### config.mk
export PLATFORM = sky130hd
export DESIGN_NAME = twrm_cell
export DESIGN_NICKNAME = d
export VERILOG_FILES = /design/src/hdl/time_window_rolling_median_core_defines.svh /design/src/hdl/twrm_pkg.sv /design/src/hdl/twrm_cell.sv
export SDC_FILE = /design/constraint.sdc
export NUM_CORES = 1
export LEC_CHECK = 0
export ABC_AREA = 1
export CAP_MARGIN = 40
export CORE_MARGIN = 2
export CORE_UTILIZATION = 43
export CTS_BUF_LIST = sky130_fd_sc_hd__clkbuf_8 sky130_fd_sc_hd__clkbuf_16
export DETAILED_ROUTE_END_ITERATION = 8
export DONT_BUFFER_PORTS = 1
export GPL_TIMING_DRIVEN = 0
export PLACE_DENSITY = 0.66
export SLEW_MARGIN = 20
export SYNTH_ARGS = -nofsm -noshare
export SYNTH_HDL_FRONTEND = slang
export SYNTH_SLANG_ARGS = --single-unit
### constraint.sdc
create_clock -name clk_i -period 17.5 [get_ports clk_i]
set_input_delay 5.25 -clock clk_i [delete_from_list [all_inputs] [get_ports clk_i]]
set_output_delay 5.25 -clock clk_i [all_outputs]
set_load 0.02 [all_outputs]
### src/hdl/time_window_rolling_median_core_defines.svh
// Assertion macros used by the core design file.
`ifndef TIME_WINDOW_ROLLING_MEDIAN_CORE_DEFINES_SVH
`define TIME_WINDOW_ROLLING_MEDIAN_CORE_DEFINES_SVH
`ifndef SYNTHESIS
`define TWRM_ASSERT_CLK(label, clk, rst_n, prop, msg) \
  label: assert property (@(posedge clk) disable iff (!rst_n) (prop)) else $error(msg);
`define TWRM_ASSERT(label, prop, msg) \
  `TWRM_ASSERT_CLK(label, clk_i, rst_ni, prop, msg)
`else
`define TWRM_ASSERT_CLK(label, clk, rst_n, prop, msg)
`define TWRM_ASSERT(label, prop, msg)
`endif
`endif

### src/hdl/twrm_pkg.sv
package twrm_pkg;

  localparam int CNT_W     = 7;
  localparam int CFG_IDX_W = 2;
  localparam int CFG_W     = 32;

  localparam logic [CFG_IDX_W-1:0] REG_REACH_BACK  = 2'd0;
  localparam logic [CFG_IDX_W-1:0] REG_REACH_AHEAD = 2'd1;

  typedef enum logic [2:0] {
    CELL_HOLD,
    CELL_START,
    CELL_RANK,
    CELL_ROTATE,
    CELL_SHIFT,
    CELL_WRITE
  } cell_op_e;

  typedef struct packed {
    cell_op_e         op;
    logic [CNT_W-1:0] stored;
    logic [CNT_W-1:0] wr_pos;
  } cell_ctrl_t;

endpackage

### src/hdl/twrm_cell.sv
module twrm_cell import twrm_pkg::*; #(
  parameter int TIME_BITS  = 32,
  parameter int VALUE_BITS = 32,
  parameter int IDX_W      = 6,
  parameter int CELL_POS   = 0
) (
  input  logic                         clk_i,
  input  cell_ctrl_t                   ctrl_i,
  input  logic        [TIME_BITS-1:0]  pend_time_i,
  input  logic        [CFG_W-1:0]      reach_back_i,
  input  logic        [CFG_W-1:0]      reach_ahead_i,
  input  logic        [TIME_BITS-1:0]  nb_time_i,
  input  logic signed [VALUE_BITS-1:0] nb_value_i,
  input  logic        [IDX_W-1:0]      nb_idx_i,
  input  logic        [CNT_W-1:0]      nb_rank_i,
  input  logic signed [VALUE_BITS-1:0] head_value_i,
  input  logic        [IDX_W-1:0]      head_idx_i,
  input  logic                         head_in_i,
  input  logic        [TIME_BITS-1:0]  new_time_i,
  input  logic signed [VALUE_BITS-1:0] new_value_i,
  output logic        [TIME_BITS-1:0]  time_o,
  output logic signed [VALUE_BITS-1:0] value_o,
  output logic        [IDX_W-1:0]      idx_o,
  output logic        [CNT_W-1:0]      rank_o,
  output logic        [CNT_W-1:0]      rank_fwd_o,
  output logic                         in_win_o
);

  localparam int CMP_W = (TIME_BITS > CFG_W) ? TIME_BITS : CFG_W;

  logic        [TIME_BITS-1:0]  time_q;
  logic signed [VALUE_BITS-1:0] value_q;
  logic        [IDX_W-1:0]      idx_q;
  logic        [CNT_W-1:0]      rank_q;
  logic                         above_low;
  logic                         below_high;
  logic                         occupied;
  logic                         less;

  always_comb begin
    above_low  = (time_q > pend_time_i) ||
                 (CMP_W'(pend_time_i - time_q) < CMP_W'(reach_back_i));
    below_high = (time_q <= pend_time_i) ||
                 (CMP_W'(time_q - pend_time_i) <= CMP_W'(reach_ahead_i));
    occupied   = CNT_W'(idx_q) < ctrl_i.stored;
    in_win_o   = occupied && above_low && below_high;
    less       = head_in_i && in_win_o &&
                 ((head_value_i < value_q) ||
                  ((head_value_i == value_q) && (head_idx_i < idx_q)));
    rank_fwd_o = (ctrl_i.op == CELL_RANK) ? rank_q + CNT_W'(less) : rank_q;
  end

  assign time_o  = time_q;
  assign value_o = value_q;
  assign idx_o   = idx_q;
  assign rank_o  = rank_q;

  always_ff @(posedge clk_i) begin
    case (ctrl_i.op)
      CELL_START: begin
        idx_q  <= IDX_W'(CELL_POS);
        rank_q <= '0;
      end
      CELL_RANK, CELL_ROTATE, CELL_SHIFT: begin
        time_q  <= nb_time_i;
        value_q <= nb_value_i;
        idx_q   <= nb_idx_i;
        rank_q  <= nb_rank_i;
      end
      CELL_WRITE: begin
        if (ctrl_i.wr_pos == CNT_W'(CELL_POS)) begin
          time_q  <= new_time_i;
          value_q <= new_value_i;
        end
      end
      default: begin
      end
    endcase
  end

endmodule

# [Word level (Yosys, flattened, before mapping)]
# Index checks and enable logic that the tools add are counted.
[totals] n_memories=0 in_bits=294 latchBits=0 register_bits=77 ram_bits=0 romBits=0 out_inout_bits=85
[classes] magnitude_cmp=7 reduce_logical=13 eq_ne=7 div=0 shift=0 multipliers=0 bitwise=0 muxes=7 add_sub_neg=3
[op_table] cell="32-bit one-hot mux with 2 select lines" count=2
[op_table] cell="32-bit <= comparator" count=2
[op_table] cell="32-bit < comparator" count=2
[op_table] cell="32-bit two-way mux" count=2
[op_table] cell="32-bit subtractor" count=2
[op_table] cell="32-bit == test" count=1
[op_table] cell="32-bit greater-than comparator" count=1
[op_table] cell="7-bit one-hot mux with 2 select lines" count=1
[op_table] cell="6-bit one-hot mux with 2 select lines" count=1
[op_table] cell="7-bit by 1-bit adder with 7-bit output" count=1
[op_table] cell="7-bit zero test" count=1
[op_table] cell="6-bit by 7-bit < comparator with 1-bit output" count=1
[op_table] cell="7-bit two-way mux" count=1
[op_table] cell="3-bit by 2-bit == test with 1-bit output, second input constant" count=2
[op_table] cell="3-bit == test, second input constant" count=2
[op_table] cell="6-bit < comparator" count=1
[op_table] cell="1-bit logical AND" count=5
[op_table] cell="2-bit nonzero test" count=2
[op_table] cell="3-bit by 1-bit == test with 1-bit output, second input constant" count=1
[op_table] cell="1-bit logical OR" count=3
[op_table] cell="3-bit OR reduction" count=1
[op_table] cell="2-bit inequality test, second input constant" count=1
[op_table] cell="2-bit AND reduction" count=1

# [Logic depth before layout (Yosys ltp)]
[depth] word_depth=9 depth_mapped=31

# [Least setup slack after synthesis]
# No wires, ideal clock.
[synth_timing] path_kind="input -> output" from="input port pend_time_i[0]" to="output port rank_fwd_o[5]" setup_slack_ps=3494 stages=24 required_ps=12250 arrival_time_ps=8756 path_cell_list="ha_1 -> inv_1 -> fa_1 -> nand3_1 -> nand2_1 -> nand2_1 -> nand2_1 -> a21oi_1 -> o31ai_1 -> xor2_1 -> ha_1 -> nand2_1 -> nor2_1 -> nand2_1 -> nor3_1 -> nand3_1 -> nand3b_1 -> nand2_1 -> nor2_1 -> ha_1 -> nand3_1 -> nor4_1 -> nand3_1 -> xnor2_1"
[synth_between] elab_chain_cells=9 elab_cells_between_ends=14 classes_between="3 x add/sub; 4 x order compare; 1 x mux; 6 x reduce/logical"
[synth_lines] element="start: declaration" line="twrm_cell.sv:9" source="input logic [TIME_BITS-1:0] pend_time_i,"
[synth_lines] element="32-bit subtractor" line="twrm_cell.sv:42" source="(CMP_W'(pend_time_i - time_q) < CMP_W'(reach_back_i));"
[synth_lines] element="32-bit < comparator" line="twrm_cell.sv:42"
[synth_lines] element="1-bit logical OR" line="twrm_cell.sv:41" source="above_low = (time_q > pend_time_i) ||"
[synth_lines] element="1-bit logical AND" line="twrm_cell.sv:46" source="in_win_o = occupied && above_low && below_high;"
[synth_lines] element="1-bit logical AND (*)" line="twrm_cell.sv:46"
[synth_lines] element="1-bit logical AND (*) (2 in series)" line="twrm_cell.sv:47" source="less = head_in_i && in_win_o &&"
[synth_lines] element="7-bit by 1-bit adder with 7-bit output (*)" line="twrm_cell.sv:50" source="rank_fwd_o = (ctrl_i.op == CELL_RANK) ? rank_q + CNT_W'(less) : rank_q;"
[synth_lines] element="7-bit two-way mux (*)" line="twrm_cell.sv:50"
[synth_lines] element="end: declaration" line="twrm_cell.sv:25" source="output logic [CNT_W-1:0] rank_fwd_o,"
# Mark *: on every way between the ends. The rest lies on a longest branch, timed or not.

# [Worst setup path in the final report]
[layout_timing] from="input port pend_time_i[19]" to="output port rank_fwd_o[5]"
# The elaborated chain is that of the path after synthesis.

==> metrics.txt <==
NetSw=0.000419 W; # rows=56; largest net degree at the start of global routing=48; synthesis-to-finish area growth=7.42%; Syn. warnings=0; Clk network pwr share=0.215; fill count=2406; Synth Net Count=1920; arrival time worst endpoint=10.05 ns; Die H=158 um; # setup viols final=0; die area=24900 um^2; Final nets=1933; sequential power share=0.304; Distinct cells, synth=45; GRT Util Overall=0.246; initial antenna violation count=2; switching portion of total power=0.450; syn_area_per_cell=7.01 um^2; ANT nets after route=0; Wirelength per Cell=17.7 um; first-pass iteration count of the detailed router=5; vias in the first global route=8947; Longest Clk Path Bufs=2; vias per inst=5.19; status=finished, final reports clean; H-tree depth=3; DP HPWL=28200 um; FMAX=65.4 MHz; DR DRC count=0; Hold Vio Cnt, Final=0; share of layout cells above drive strength 1=0.0747; leakage=5.80 nW; kind of critical path=in2out; CP endpoint kind=primary output; Slew @ Worst Pin=0.664 ns; crit path launch type=input port; maxcap violations=0; # clock sinks=77; CP peak stage delay=0.50 ns; crit-path max FO=6; count of hold-fix buffers inserted at cts=0; internal power=0.000512 W; buffers added on ports=0; CTS clock-pin slew for the worst setup and hold paths=0.07 ns; Slew HR=0.557; CTS Buf Count=9; io pins=379; drt total wl=31700 um; PostCTS Resize Cnt=0; DR iter-0 viols=497; Core Util, Final=0.468; CP required=12.25 ns; min-delay worst type=in2reg; Pins Over Slew Limit=0; synthesis-stage register bit count=77; Synth Cell Area=10200 um^2; total number of vias=9307; CTS tree=built; slowest CP cell=nor4_1; first-pass GRT wire length=46200 um; Initial Util=0.435; power per cell area=85.1 nW/um^2; critical path's most frequent cell=nand2_1; Syn Inst Count=1454; Root Buffer=clkbuf_16; worst vdd ir=0.0000456 V; Post-CTS Setup Inserts=0; Core ar.=23400 um^2; crit share post-route=0.874; Seq/Total Area, Yosys=0.227; Final min period=15.30 ns; grt ovf=0; Logic pwr share=0.481; Chip Width=158 um; GPL Wtd Cong=0.947; Final Power=0.000931 W; Post-Route Setup TNS=0 ns; RSZ-0062 raised after global routing=false
==> routing by layer <==
| layer | global-route usage | vias up | wire (um) |
|---|---|---|---|
| li1 | - | 4655 | - |
| met1 | 0.271 | 4242 | 12500 |
| met2 | 0.455 | 329 | 15900 |
| met3 | 0.0474 | 79 | 1750 |
| met4 | 0.111 | 2 | 1440 |
| met5 | 0 | - | 11 |
==> cells in the mapped netlist, drive strengths merged <==
library cell,instances,area share
a21boi,4,0.0029
a21o,9,0.0066
a21oi,128,0.064
a31oi,3,0.0018
and2,1,0.00061
buf,31,0.021
clkbuf,9,0.0034
edfxtp,77,0.23
fa,2,0.0039
ha,170,0.21
inv,277,0.10
mux2,2,0.0022
nand2,411,0.16
nand3,40,0.020
nand3b,4,0.0029
nand4,6,0.0037
nor2,106,0.048
nor3,16,0.0088
nor3b,1,0.00074
nor4,6,0.0043
o211ai,7,0.0066
o21a,8,0.0059
o21ai,62,0.032
o21bai,9,0.0074
o221ai,1,0.00086
o31ai,1,0.00074
xnor2,13,0.011
xor2,50,0.043
==> flip-flops by register name, summed over array words and instances, names as in the netlist <==
signal and cells:
value_o 32, idx_o 6, rank_o 7, time_o 32
==> through the flow <==
step | worst slack (ns) | instances | hold WS (ns) | instance area [um^2]
CTS | 2.16 | 1791 | 5.07 | 10900
finish | 2.20 | 1792 | 5.08 | 10900
global placement | 2.15 | 1773 | 5.43 | 10600
detailed placement | 2.17 | 1775 | 5.43 | 10600
global route | 1.76 | 1792 | 5.08 | 10900
floorplan | 3.49 | 1454 | 5.43 | 10200
==> cells in the final DEF, fill, tap and decap left out, types with 9 or more instances in the layout <==
| cell | count |
|---|---|
| a21o_1 | 9 |
| a21oi_1 | 124 |
| buf_4 | 21 |
| clkbuf_16 | 9 |
| edfxtp_1 | 77 |
| ha_1 | 170 |
| inv_1 | 268 |
| inv_2 | 9 |
| nand2_1 | 391 |
| nand2_2 | 11 |
| nand2_4 | 9 |
| nand3_1 | 40 |
| nor2_1 | 87 |
| nor2_2 | 11 |
| nor3_1 | 14 |
| o21ai_0 | 50 |
| o21ai_1 | 9 |
| xnor2_1 | 13 |
| xor2_1 | 50 |
==> critical path, delay by kind of cell <==
family                   cells  cell delay, ns
AND/OR/NAND/NOR             16            2.66
adder cells (fa/ha/maj)      3            0.77
AO/OA/AOI/OAI                3            0.69
XOR/XNOR                     1            0.45
buffers and inverters        2            0.19
==> cell type report <==
class	instances	area, um^2	share of cell area
multi-input cells	1060	6590	0.602
flip-flops and latches	77	2310	0.211
inverters	277	1040	0.0950
well taps	319	399	0.0365
plain buffers	40	253	0.0231
clock buffers	9	225	0.0206
clock inverters	7	86.3	0.00789
repair buffers	2	35.0	0.00320
diodes	1	2.50	0.000229
==> logic make-up after synthesis <==
family,Yosys count,share of synthesized area
buffers and inverters,317,0.127
AOI/OAI and AO/OA,232,0.129
and+or+nand+nor,591,0.248
DFF,77,0.227
xor gates and xnor gates,63,0.0542
muxes,2,0.00221
adders and majority gates,172,0.213
==> path summary, 6_finish.rpt <==
path,from,end,slack (ns),depth (start not counted)
setup / recovery,pend_time_i[19],rank_fwd_o[5],2.20,25
hold / removal,nb_value_i[12],value_o[12],5.08,2
==> power by group through the flow <==
stage / Sequential [W] / Clock (W) / Combinational [W]
after floorplan: 0.000276 / 0 / 0.000338
after global placement: 0.000289 / 0 / 0.000432
after detailed placement: 0.000288 / 0 / 0.000447
after CTS: 0.000284 / 0.000203 / 0.000449
after global routing: 0.000285 / 0.000211 / 0.000509
final: 0.000283 / 0.000200 / 0.000448
Power figures use the tool's default switching activity.
